[src/design/b93_pkg.sv]
// b93_pkg: constants, types and the digit weight table for the base-93 word decoder
// no dependencies; imported by every module of the block

package b93_pkg;

   // group and word geometry
   localparam int DIGITS_PER_GROUP    = 5;
   localparam int BYTES_PER_WORD      = 4;
   localparam int WORD_W              = 32;
   localparam int CHAR_W              = 8;
   localparam int CNT_W               = 3;
   localparam int BYTE_IDX_W          = $clog2(BYTES_PER_WORD);
   localparam int QUEUE_DEPTH_DEFAULT = 2;

   // character codes
   localparam logic [CHAR_W-1:0] DIGIT_OFFSET = CHAR_W'(33);
   localparam logic [CHAR_W-1:0] SPACE_CHAR   = CHAR_W'(32);

   // queue fill status handed from the queue to both sides
   typedef struct packed {
      logic full;
      logic empty;
   } q_status_type;

   // power of 93 for a digit position
   function automatic logic [WORD_W-1:0] digit_weight(input logic [CNT_W-1:0] pos);
      logic [WORD_W-1:0] w;
      unique case (pos)
         3'd0: w = 32'd1;
         3'd1: w = 32'd93;
         3'd2: w = 32'd8649;
         3'd3: w = 32'd804357;
         3'd4: w = 32'd74805201;
         default: w = 32'd1;
      endcase
      return w;
   endfunction

endpackage

[src/design/b93_if.sv]
// b93_if: valid/ready channel interfaces for character input and byte output
// depends on b93_pkg for field widths

interface b93_req_if
   import b93_pkg::*;
   ();
   logic              valid;
   logic              ready;
   logic [CHAR_W-1:0] char_in;
   logic              stream_end;

   modport source (output valid, output char_in, output stream_end, input ready);
   modport sink   (input valid, input char_in, input stream_end, output ready);
endinterface

interface b93_rsp_if
   import b93_pkg::*;
   ();
   logic              valid;
   logic              ready;
   logic [CHAR_W-1:0] byte_out;
   logic              word_last;

   modport source (output valid, output byte_out, output word_last, input ready);
   modport sink   (input valid, input byte_out, input word_last, output ready);
endinterface

[src/design/base93_word_decoder_top.sv]
// base93_word_decoder_top: a group-closing character pushes its word into the queue, and
// the serializer loads it from there before its first byte goes out on rsp; rsp_valid stays
// high for 4 consecutive byte transfers. throughput: one character per cycle while the
// word queue has room; the byte serializer sends one byte per cycle if rsp_ready is high.
// reset is synchronous, active high: clears digit count, accumulator, queue and rsp_valid.
// depends on b93_pkg, b93_if, b93_front, b93_queue, b93_back

module base93_word_decoder_top
   import b93_pkg::*;
#(
   parameter int QUEUE_DEPTH = QUEUE_DEPTH_DEFAULT
) (
   input  logic       clock,
   input  logic       reset,
   b93_req_if.sink    req_if,
   b93_rsp_if.source  rsp_if
);

   q_status_type      q_status;
   logic              push;
   logic [WORD_W-1:0] push_word;
   logic              pop;
   logic [WORD_W-1:0] head_word;

   // digit accumulation
   b93_front u_front (
      .clock      (clock),
      .reset      (reset),
      .in_valid   (req_if.valid),
      .in_ready   (req_if.ready),
      .char_in    (req_if.char_in),
      .stream_end (req_if.stream_end),
      .q_status   (q_status),
      .push       (push),
      .push_word  (push_word)
   );

   // word queue
   b93_queue #(
      .DEPTH (QUEUE_DEPTH)
   ) u_queue (
      .clock     (clock),
      .reset     (reset),
      .push      (push),
      .push_word (push_word),
      .pop       (pop),
      .head_word (head_word),
      .status    (q_status)
   );

   // byte serializer
   b93_back u_back (
      .clock     (clock),
      .reset     (reset),
      .q_status  (q_status),
      .head_word (head_word),
      .pop       (pop),
      .out_valid (rsp_if.valid),
      .out_ready (rsp_if.ready),
      .byte_out  (rsp_if.byte_out),
      .word_last (rsp_if.word_last)
   );

endmodule

[src/design/b93_front.sv]
// b93_front: accepts characters, accumulates base-93 digits and closes groups
// depends on b93_pkg; pushes finished words into b93_queue

module b93_front
   import b93_pkg::*;
(
   input  logic              clock,
   input  logic              reset,
   input  logic              in_valid,
   output logic              in_ready,
   input  logic [CHAR_W-1:0] char_in,
   input  logic              stream_end,
   input  q_status_type      q_status,
   output logic              push,
   output logic [WORD_W-1:0] push_word
);

   logic [WORD_W-1:0] accum_ff, accum_in;
   logic [CNT_W-1:0]  cnt_ff, cnt_in;
   logic              take;
   logic              is_space;
   logic              group_full;
   logic [CHAR_W:0]   diff;
   logic [WORD_W-1:0] diff_ext;
   logic [CNT_W-1:0]  wsel;
   logic [WORD_W-1:0] product;

   // accept whenever the queue can hold a word
   assign in_ready = !q_status.full;
   assign take     = in_valid && in_ready;

   // digit value as signed difference, weighted by its position
   assign is_space   = (char_in == SPACE_CHAR);
   assign group_full = (cnt_ff == CNT_W'(DIGITS_PER_GROUP));
   assign diff       = {1'b0, char_in} - {1'b0, DIGIT_OFFSET};
   assign diff_ext   = {{(WORD_W-CHAR_W-1){diff[CHAR_W]}}, diff};
   assign wsel       = group_full ? '0 : cnt_ff;
   assign product    = diff_ext * digit_weight(wsel);

   // group close decision and next accumulator
   always_comb begin
      accum_in = accum_ff;
      cnt_in   = cnt_ff;
      push     = 1'b0;
      if (take) begin
         priority if (stream_end) begin
            push     = (cnt_ff != '0);
            accum_in = '0;
            cnt_in   = '0;
         end else if (is_space) begin
            push     = 1'b1;
            accum_in = '0;
            cnt_in   = '0;
         end else if (group_full) begin
            push     = 1'b1;
            accum_in = product;
            cnt_in   = CNT_W'(1);
         end else begin
            accum_in = accum_ff + product;
            cnt_in   = cnt_ff + CNT_W'(1);
         end
      end
   end

   assign push_word = accum_ff;

   // group state
   always_ff @(posedge clock) begin
      if (reset) begin
         accum_ff <= '0;
         cnt_ff   <= '0;
      end else begin
         accum_ff <= accum_in;
         cnt_ff   <= cnt_in;
      end
   end

endmodule

[src/design/b93_queue.sv]
// b93_queue: small word queue between the digit front and the byte back
// depends on b93_pkg; depth set by the DEPTH parameter

module b93_queue
   import b93_pkg::*;
#(
   parameter int DEPTH = QUEUE_DEPTH_DEFAULT
) (
   input  logic              clock,
   input  logic              reset,
   input  logic              push,
   input  logic [WORD_W-1:0] push_word,
   input  logic              pop,
   output logic [WORD_W-1:0] head_word,
   output q_status_type      status
);

   localparam int PTR_W   = (DEPTH > 1) ? $clog2(DEPTH) : 1;
   localparam int COUNT_W = $clog2(DEPTH + 1);

   logic [WORD_W-1:0]  mem [DEPTH];
   logic [PTR_W-1:0]   wr_ptr_ff, wr_ptr_in;
   logic [PTR_W-1:0]   rd_ptr_ff, rd_ptr_in;
   logic [COUNT_W-1:0] count_ff, count_in;

   assign status.full  = (count_ff == COUNT_W'(DEPTH));
   assign status.empty = (count_ff == '0);
   assign head_word    = mem[rd_ptr_ff];

   // pointer and fill count update
   always_comb begin
      wr_ptr_in = wr_ptr_ff;
      rd_ptr_in = rd_ptr_ff;
      count_in  = count_ff;
      if (push) begin
         wr_ptr_in = (wr_ptr_ff == PTR_W'(DEPTH - 1)) ? '0 : wr_ptr_ff + PTR_W'(1);
      end
      if (pop) begin
         rd_ptr_in = (rd_ptr_ff == PTR_W'(DEPTH - 1)) ? '0 : rd_ptr_ff + PTR_W'(1);
      end
      unique case ({push, pop})
         2'b10:   count_in = count_ff + COUNT_W'(1);
         2'b01:   count_in = count_ff - COUNT_W'(1);
         default: count_in = count_ff;
      endcase
   end

   // storage
   always_ff @(posedge clock) begin
      if (push) begin
         mem[wr_ptr_ff] <= push_word;
      end
   end

   // control
   always_ff @(posedge clock) begin
      if (reset) begin
         wr_ptr_ff <= '0;
         rd_ptr_ff <= '0;
         count_ff  <= '0;
      end else begin
         wr_ptr_ff <= wr_ptr_in;
         rd_ptr_ff <= rd_ptr_in;
         count_ff  <= count_in;
      end
   end

endmodule

[src/design/b93_back.sv]
// b93_back: takes words from the queue and sends them as four bytes, low byte first
// depends on b93_pkg; output payload is selected from registers

module b93_back
   import b93_pkg::*;
(
   input  logic              clock,
   input  logic              reset,
   input  q_status_type      q_status,
   input  logic [WORD_W-1:0] head_word,
   output logic              pop,
   output logic              out_valid,
   input  logic              out_ready,
   output logic [CHAR_W-1:0] byte_out,
   output logic              word_last
);

   logic [WORD_W-1:0]     word_ff, word_in;
   logic [BYTE_IDX_W-1:0] idx_ff, idx_in;
   logic                  busy_ff, busy_in;
   logic                  transfer;
   logic                  at_last;
   logic                  load;

   assign transfer = busy_ff && out_ready;
   assign at_last  = (idx_ff == BYTE_IDX_W'(BYTES_PER_WORD - 1));
   // fetch a new word when idle or as the last byte leaves
   assign load     = !q_status.empty && (!busy_ff || (transfer && at_last));
   assign pop      = load;

   // byte sequencing
   always_comb begin
      word_in = word_ff;
      idx_in  = idx_ff;
      busy_in = busy_ff;
      if (load) begin
         word_in = head_word;
         idx_in  = '0;
         busy_in = 1'b1;
      end else if (transfer) begin
         if (at_last) begin
            busy_in = 1'b0;
         end else begin
            idx_in = idx_ff + BYTE_IDX_W'(1);
         end
      end
   end

   // byte select
   always_comb begin
      unique case (idx_ff)
         2'd0:    byte_out = word_ff[7:0];
         2'd1:    byte_out = word_ff[15:8];
         2'd2:    byte_out = word_ff[23:16];
         default: byte_out = word_ff[31:24];
      endcase
   end

   assign out_valid = busy_ff;
   assign word_last = at_last;

   // payload
   always_ff @(posedge clock) begin
      word_ff <= word_in;
   end

   // control
   always_ff @(posedge clock) begin
      if (reset) begin
         idx_ff  <= '0;
         busy_ff <= 1'b0;
      end else begin
         idx_ff  <= idx_in;
         busy_ff <= busy_in;
      end
   end

endmodule

[src/flat_wrapper.sv]
// flat-port wrapper written by rule: the top's interface ports become plain ports
module base93_word_decoder_top_flat import b93_pkg::*;
#(
   parameter int QUEUE_DEPTH = QUEUE_DEPTH_DEFAULT
)
  (clock, reset, req_if_valid, req_if_char_in, req_if_stream_end, req_if_ready, rsp_if_valid, rsp_if_byte_out, rsp_if_word_last, rsp_if_ready);
  b93_req_if req_if_i ();
  b93_rsp_if rsp_if_i ();
  input  logic clock;
  input  logic reset;
  input wire logic [$bits(req_if_i.valid)-1:0] req_if_valid;
  input wire logic [$bits(req_if_i.char_in)-1:0] req_if_char_in;
  input wire logic [$bits(req_if_i.stream_end)-1:0] req_if_stream_end;
  output wire logic [$bits(req_if_i.ready)-1:0] req_if_ready;
  output wire logic [$bits(rsp_if_i.valid)-1:0] rsp_if_valid;
  output wire logic [$bits(rsp_if_i.byte_out)-1:0] rsp_if_byte_out;
  output wire logic [$bits(rsp_if_i.word_last)-1:0] rsp_if_word_last;
  input wire logic [$bits(rsp_if_i.ready)-1:0] rsp_if_ready;
  assign req_if_i.valid = req_if_valid;
  assign req_if_i.char_in = req_if_char_in;
  assign req_if_i.stream_end = req_if_stream_end;
  assign req_if_ready = req_if_i.ready;
  assign rsp_if_valid = rsp_if_i.valid;
  assign rsp_if_byte_out = rsp_if_i.byte_out;
  assign rsp_if_word_last = rsp_if_i.word_last;
  assign rsp_if_i.ready = rsp_if_ready;
  base93_word_decoder_top #(.QUEUE_DEPTH(QUEUE_DEPTH)) u_core (.clock(clock), .reset(reset), .req_if(req_if_i), .rsp_if(rsp_if_i));
endmodule
[config.mk]
export PLATFORM = sky130hd
export DESIGN_NAME = base93_word_decoder_top_flat
export DESIGN_NICKNAME = d
export VERILOG_FILES = /design/src/design/b93_pkg.sv /design/src/design/b93_if.sv /design/src/design/base93_word_decoder_top.sv /design/src/design/b93_front.sv /design/src/design/b93_queue.sv /design/src/design/b93_back.sv /design/src/flat_wrapper.sv
export SDC_FILE = /design/constraint.sdc
export NUM_CORES = 1
export LEC_CHECK = 0
export BUFFER_PORTS_ARGS = -buffer_cell sky130_fd_sc_hd__buf_2
export CAP_MARGIN = 20
export CORE_MARGIN = 2
export CORE_UTILIZATION = 45
export DETAILED_ROUTE_END_ITERATION = 7
export PLACE_DENSITY_LB_ADDON = 0.05
export SYNTH_ARGS = -nofsm -noshare
export SYNTH_HDL_FRONTEND = slang
export SYNTH_SLANG_ARGS = --single-unit
[constraint.sdc]
create_clock -name clock -period 8 [get_ports clock]
set_clock_uncertainty 0.05 [all_clocks]
set_input_delay 0.8 -clock clock [delete_from_list [all_inputs] [get_ports clock]]
set_output_delay 0.8 -clock clock [all_outputs]
set_load 0.01 [all_outputs]
==> results of run 1 <==
==> logic make-up (layout without fill, tap and decap cells) <==
logic type	count (synthesis)	count (layout)	share of synthesized area, %
mux	43	43	3.76
buf+inv	242	482	7.24
simple gates	276	276	9.89
fa+ha+maj	258	258	32.4
flops	138	138	29.7
xor+xnor	65	65	4.53
compound gates	231	231	12.6
==> worst max-delay path by stage <==
stage	endpoint	cells after the start
after floorplan	u_core.u_front.push_word[29]	35
after global placement	u_core.u_front.push_word[31]	37
after detailed placement	u_core.u_front.push_word[31]	34
after CTS	u_core.u_front.push_word[31]	34
after global routing	u_core.u_front.push_word[31]	33
final	u_core.u_front.push_word[31]	34
==> worst max-delay path, delay by kind of cell <==
family                     cells  cell delay [ns]
buffers and inverters          6             0.62
and+or+nand+nor                8             1.17
adders and majority gates      7             2.92
xor gates and xnor gates       3             0.64
AOI/OAI and AO/OA             10             2.00
==> Yosys cell counts (7+ instances only) <==
| library cell | count |
|---|---|
| inv_1 | 205 |
| ha_1 | 147 |
| fa_1 | 111 |
| nor2_1 | 109 |
| edfxtp_1 | 96 |
| nand2_1 | 83 |
| a21oi_1 | 63 |
| o21ai_0 | 43 |
| dfxtp_1 | 42 |
| xnor2_1 | 41 |
| clkbuf_1 | 35 |
| mux2_2 | 33 |
| xor2_1 | 24 |
| a22oi_1 | 22 |
| a21o_1 | 19 |
| nor3_1 | 18 |
| nand2b_1 | 12 |
| mux2i_1 | 10 |
| nand3_1 | 10 |
| nor2b_1 | 10 |
| o21a_1 | 9 |
| a222oi_1 | 8 |
| and3_1 | 8 |
| a211oi_1 | 7 |
| nand4_1 | 7 |
| o211ai_1 | 7 |
==> flip-flops by register name, indices dropped and copies added, names as in the netlist <==
| register | flops |
|---|---|
| u_core.u_back.idx_ff | 2 |
| u_core.u_back.out_valid | 1 |
| u_core.u_back.word_ff | 32 |
| u_core.u_front.cnt_ff | 3 |
| u_core.u_front.push_word | 32 |
| u_core.u_queue.count_ff | 2 |
| u_core.u_queue.mem | 64 |
| u_core.u_queue.rd_ptr_ff | 1 |
| u_core.u_queue.wr_ptr_ff | 1 |
==> power by group <==
group	leakage (nW)	switching, mW	internal, mW	total, mW
clock	0.284	0.298	0.462	0.760
sequential	1.23	0.0878	0.909	0.997
combinational	6.16	0.590	0.503	1.09
==> cell type report <==
type	instances	area share [%]
Timing Repair Buffer	244	11.7
Sequential cell	138	23.7
Clock inverter	9	0.556
Clock buffer	23	3.10
Tap cell	378	3.00
Multi-Input combinational cell	873	53.0
Inverter	206	4.99
==> metrics by stage <==
step	utilization [%]	setup slack [ns]	cell area [sq um]	instances	setup TNS, ns
global route	57.0	-0.341	15700	1871	-0.449
CTS	55.3	0.0348	15300	1854	0
finish	57.0	0.0706	15700	1871	0
global placement	53.1	-0.311	14700	1821	-1.71
floorplan	-	0.00820	12700	1253	0
detailed placement	53.1	-0.478	14700	1822	-2.75
==> metal layers <==
metal / track usage, % / share of wire (%) / wire, um / vias up
met5: 0 / 0 / 0 / -
met4: 4.83 / 1.3 / 398 / 0
met3: 2.29 / 2.8 / 848 / 25
met2: 38.1 / 49 / 14900 / 164
met1: 29.5 / 47 / 14400 / 4480
li1: - / - / - / 4724
==> repair_timing <==
item,4_1_cts,5_1_grt
setup buffers,0,19
setup endpoints to repair,1,9
pin swaps,1,70
hold buffers,0,0
resized for setup,5,74
endpoints found under the hold margin,0,0
==> summary.md, run 1 <==
| Metric | Value |
|---|---|
| Status | `finished clean` |
| Hold Crit Class | `register to register` |
| First-pass GRT wire length | `49.4 mm` |
| Count of input and output buffers | `23` |
| Reg2reg path depth | `32` |
| DR pass1 iterations | `7` |
| Reg area | `3720 sq um` |
| Commonest cells after routing, fill and taps aside | `217 x buf_4, 200 x inv_1, 140 x ha_1` |
| Worst path arrival time | `8.16 ns` |
| Area delta synth->final | `25.4%` |
| Area taken by multi-input logic gates | `8350 sq um` |
| H-tree depth | `4` |
| Worst hold path cell count | `0` |
| Layout Nets | `1751` |
| Routed WL | `30.6 mm` |
| Critical Path Max Stage Delay | `0.59 ns` |
| EDFF count, synth | `96` |
| CTS tree | `done` |
| Power Density | `181 nW/um^2` |
| Top cells by area, synth | `edfxtp_1 23%, fa_1 18%, ha_1 15%` |
| I/O pins | `24` |
| Max Root-Sink Buffers | `2` |
| Layout filler cell count | `2461` |
| Total track usage | `21.9%` |
| Setup crit start | `req_if_char_in[2]` |
| Routed Antenna Nets | `0` |
| Post-synth cell types | `61` |
| Vert. Die Dim | `171 um` |
| Hpwl dp | `24.9 mm` |
| RD Place Congestion | `0.882` |
| Post-synth top area share | `23.0%` |
| Slew HR | `32.7%` |
| Die Width | `171 um` |
| RR Startpoint | `u_core.u_front.cnt_ff[1]` |
| RSZ-0062 raised after global routing | `true` |
| Worst-path clk slew | `0.06 ns` |
| DRT iter0 DRCs | `665` |
| Via Count | `9393` |
| Clk sink count | `138` |
| Max Cap Viol | `0` |
| Setup violators final | `0` |
| Leakage | `7.68 nW` |
| DRC | `0` |
| Worst IR Drop VDD | `117 uV` |
| Overall Power | `2.85 mW` |
| Root Driver | `clkbuf_16` |
| Final period util | `99.1%` |
| Fraction of layout cells with a size suffix above 1 | `25.6%` |
| Worst-margin pin slew | `1.01 ns` |
| Sequential fraction of the synthesis area | `29.7%` |
| CP max FO | `5` |
| End of the worst hold path | `u_core.u_queue.mem[1][12]` |
| Number of antenna violations at the first check in global routing | `0` |
| WL/cell | `16.3 um` |
| Worst r2r dst | `u_core.u_front.push_word[31]` |
| Min Tclk post-route | `7.93 ns` |
| WS Path Type | `primary input to register` |
| Pins over their slew limit | `0` |
| Largest net degree at the start of global routing | `37` |
| Hold wc startpoint | `u_core.u_front.push_word[12]` |
| DIE AREA | `29200 sq um` |
| Skew-Pair Late Insertion Delay | `0.42 ns` |
| Post-synth ARST share | `0%` |
| Synthesis warning total | `0` |
| Crit path capture type | `register` |
| Final hold violation count | `0` |
| Via density per instance | `5.02` |
| Diodes inserted | `0` |
| Most common cell after layout, fill and taps aside | `buf_4` |
| Fmax achieved | `126 MHz` |
| Top FF cell, synth | `edfxtp_1` |
| Startpoint types | `primary input` |
| R2r setup slk | `0.15 ns` |
| Critical Path RT | `8.24 ns` |
| Starting Density | `45.4%` |
| Synth Cell Area | `12600 sq um` |
| Total grt overflow | `0` |
| Yosys reg bits | `138` |
| Syn Inst Count | `1253` |
| Core Region | `27600 sq um` |
| Worst hold margin | `0.446 ns` |
| Std cell rows | `61` |
| Post-Synthesis Net Count | `1524` |
| Syn Area/Cell | `10.0 sq um` |
| CP max-delay cell | `fa_1` |
| Num CTS Buffers | `17` |
| Largest area contributor in the netlist | `edfxtp_1` |
| Most frequent CP cell | `fa_1` |
| Vias in the first global route | `9418` |
Note: power is estimated with default switching activity, not from simulation.
==> run 2, diff against run 1 <==
--- a/config.mk
+++ b/config.mk
@@ -13,4 +13,5 @@
 export PLACE_DENSITY_LB_ADDON = 0.05
 export SYNTH_ARGS = -nofsm -noshare
 export SYNTH_HDL_FRONTEND = slang
+export SYNTH_HIERARCHICAL = 1
 export SYNTH_SLANG_ARGS = --single-unit
==> run 2 against run 1 <==
Effect of this change:
- flip-flop and latch count is 1 higher
- register-to-register slack better by 0.19 ns
- wire length is 1.5% higher
- first-iteration DRC count is 35% lower
- power is 0.38% lower
- synthesized cell count is 0.80% higher
- hold slack worse by 0.0017 ns
- critical path type unchanged
- highest routed layer unchanged
==> summary.md, run 2 <==
| Metric | Value |
|---|---|
| Hold_buf cts | `0 (unchanged)` |
| Placed insts | `1838 (+0.88%)` |
| Routed Antenna Nets | `0 (unchanged)` |
| Post-synth ARST share | `0% (unchanged)` |
| Max Root-Sink Buffers | `2 (unchanged)` |
| Hpwl dp | `25.6 mm (+2.6%)` |
| Most common cell after layout, fill and taps aside | `inv_1` |
| Syn Area/Cell | `10.0 sq um (-0.17%)` |
| EDFF count, synth | `96 (unchanged)` |
| DRT iter0 DRCs | `430 (-35%)` |
| Slew HR | `42.0% (+9.4 points)` |
| Final hold violation count | `0 (unchanged)` |
| Grt met3 use | `2.14% (-0.15 points)` |
| DIE AREA | `29400 sq um (+0.62%)` |
| WL/cell | `16.5 um (+1.1%)` |
| Largest net degree at the start of global routing | `36 (-2.7%)` |
| Largest register FFs | `64 (unchanged)` |
| Via Count | `9360 (-0.35%)` |
| Std cell rows | `61 (unchanged)` |
| Fin worst setup slack | `0.220 ns (+0.150 ns)` |
| Most frequent cell after synthesis | `inv_1` |
| Area delta synth->final | `23.9%` |
| H-tree depth | `4 (unchanged)` |
| Worst-margin pin slew | `0.868 ns (-0.141 ns)` |
| GR Layer Usage met1 | `28.8% (-0.78 points)` |
| Vias in the first global route | `9633 (+2.3%)` |
| Total Neg Setup Slack | `0 ns (unchanged)` |
| Num CTS Buffers | `17 (unchanged)` |
| Die Width | `172 um (+0.31%)` |
| Post-Synthesis Net Count | `1534 (+0.66%)` |
| Post-synth cell types | `68 (+11%)` |
| Worst slack, placed | `-0.521 ns (-0.0432 ns)` |
| Starting Density | `45.6% (+0.16 points)` |
| Routed WL | `31.0 mm (+1.5%)` |
| Pins over their slew limit | `0 (unchanged)` |
| Commonest cells after routing, fill and taps aside | `218 x inv_1, 211 x buf_4, 143 x ha_1` |
| Final period util | `97.2% (-1.9 points)` |
| RD Place Congestion | `0.859 (-2.6%)` |
| Busiest grt layer | `met2` |
| Reg with most FFs | `u_core/u_queue/mem` |
| Leakage | `7.67 nW (-0.10%)` |
| WS Path Type | `primary input to register` |
| Max Cap Viol | `0 (unchanged)` |
| CP max-delay cell | `fa_1` |
| Worst IR Drop VDD | `136 uV (+16%)` |
| Leading cell types by count after synthesis | `223 x inv_1, 147 x ha_1, 111 x fa_1, 103 x nor2_1, 96 x edfxtp_1` |
| Root Driver | `clkbuf_16` |
| Hold Crit Class | `register to register` |
| Skew-Pair Late Insertion Delay | `0.42 ns (about the same)` |
| Count of input and output buffers | `23 (unchanged)` |
| Fraction of layout cells with a size suffix above 1 | `25.3% (-0.32 points)` |
| Diodes inserted | `0 (unchanged)` |
| Status | `finished clean` |
| Largest area contributor in the netlist | `edfxtp_1` |
| DRC | `0 (unchanged)` |
| First-pass GRT wire length | `50.1 mm (+1.4%)` |
| Synthesis warning total | `6 (+6)` |
| Worst hold margin | `0.444 ns (-0.00172 ns)` |
| Core Region | `27700 sq um (+0.28%)` |
| Fmax achieved | `129 MHz (+1.9%)` |
| Critical Path RT | `8.25 ns (about the same)` |
| Vert. Die Dim | `172 um (+0.31%)` |
| Yosys reg bits | `139 (+0.72%)` |
| Total grt overflow | `0 (unchanged)` |
| Sequential fraction of the synthesis area | `29.6% (about the same)` |
| Setup violators final | `0 (unchanged)` |
| Number of antenna violations at the first check in global routing | `0 (unchanged)` |
| Min Tclk post-route | `7.78 ns (-0.150 ns)` |
| Post-synth top area share | `22.8% (-0.14 points)` |
| Top cells by area, synth | `edfxtp_1 23%, fa_1 18%, ha_1 15%` |
| Via density per instance | `4.98 (-0.72%)` |
| Worst path arrival time | `8.03 ns (-0.13 ns)` |
| Synth Cell Area | `12600 sq um (+0.63%)` |
| Critical Path Max Stage Delay | `0.55 ns (-0.04 ns)` |
| M2 GR Usage | `39.9% (+1.9 points)` |
| Top FF cell, synth | `edfxtp_1` |
| Syn Inst Count | `1263 (+0.80%)` |
| I/O pins | `24 (unchanged)` |
| Power Density | `181 nW/um^2 (+0.20%)` |
| Startpoint types | `primary input` |
| Worst-path clk slew | `0.06 ns (about the same)` |
| CP max FO | `5 (unchanged)` |
| Final non-filler cell total | `1878 (+0.37%)` |
| Layout filler cell count | `2517 (+2.3%)` |
| Clk sink count | `139 (+0.72%)` |
| DR pass1 iterations | `5 (-2)` |
| CTS tree | `done` |
| Layout Nets | `1758 (+0.40%)` |
| Crit path capture type | `register` |
| Total track usage | `22.2% (+0.35 points)` |
-- run 2: per-layer routing --
metal / wire [um] / share of wire, %
met1: 14300 / 46
met2: 15700 / 50
met3: 559 / 1.8
met4: 537 / 1.7
met5: 0 / 0
-- run 2: final cells by class --
| class | instances | area (sq um) | area share (%) |
|---|---|---|---|
| well taps | 378 | 473 | 3.02 |
| clock inverters | 14 | 208 | 1.33 |
| multi-input cells | 870 | 8230 | 52.6 |
| clock buffers | 18 | 429 | 2.74 |
| inverters | 223 | 837 | 5.35 |
| flip-flops and latches | 139 | 3750 | 23.9 |
| repair buffers | 236 | 1720 | 11.0 |
-- run 2: cell families (layout without fill, tap and decap cells) --
kind of cell	Yosys count	count (layout)	synth area share (%)
adder cells (fa/ha/maj)	258	258	32.2
AND/OR/NAND/NOR	255	255	9.07
flip-flops	139	139	29.6
AO/OA/AOI/OAI	250	250	13.3
buffers and inverters	254	491	7.71
multiplexers	43	43	3.73
XOR/XNOR	64	64	4.44
-- run 2: repair_timing --
item	CTS	global route
endpoints found under the setup margin	1	7
buffers inserted	0	8
resized for setup	2	71
pin swaps	1	26
-- run 2: worst max-delay path, delay by kind of cell --
family,cells,cell delay (ns)
adders and majority gates,8,3.07
xor gates and xnor gates,2,0.22
and+or+nand+nor,6,0.67
buffers and inverters,5,0.43
AOI/OAI and AO/OA,11,2.83
-- run 2: power breakdown --
| part | switching [mW] | leakage [nW] | total [mW] | internal (mW) |
|---|---|---|---|---|
| registers | 0.0775 | 1.24 | 0.983 | 0.906 |
| logic | 0.553 | 6.12 | 1.01 | 0.454 |
| clock network | 0.318 | 0.304 | 0.848 | 0.530 |
-- run 2: path summary, 6_finish.rpt --
path                                startpoint                           end  slack (ns)  cells past startpoint
setup / recovery             req_if_char_in[0]  u_core/u_front/push_word[31]        0.22                     32
hold / removal    u_core/u_front/push_word[18]     u_core/u_queue/mem[1][18]        0.44                      0
setup reg to reg      u_core/u_front/cnt_ff[1]  u_core/u_front/push_word[31]        0.34                     28
hold reg to reg   u_core/u_front/push_word[18]     u_core/u_queue/mem[1][18]        0.44                      0
-- run 2: per-stage QoR --
step | util [%] | area, sq um | power, mW
after floorplan | - | 12700 | 1.63
final | 56.5 | 15700 | 2.84
after global routing | 56.5 | 15700 | 3.03
after CTS | 55.3 | 15300 | 2.83
after global placement | 52.9 | 14700 | 1.96
after detailed placement | 52.9 | 14700 | 1.97
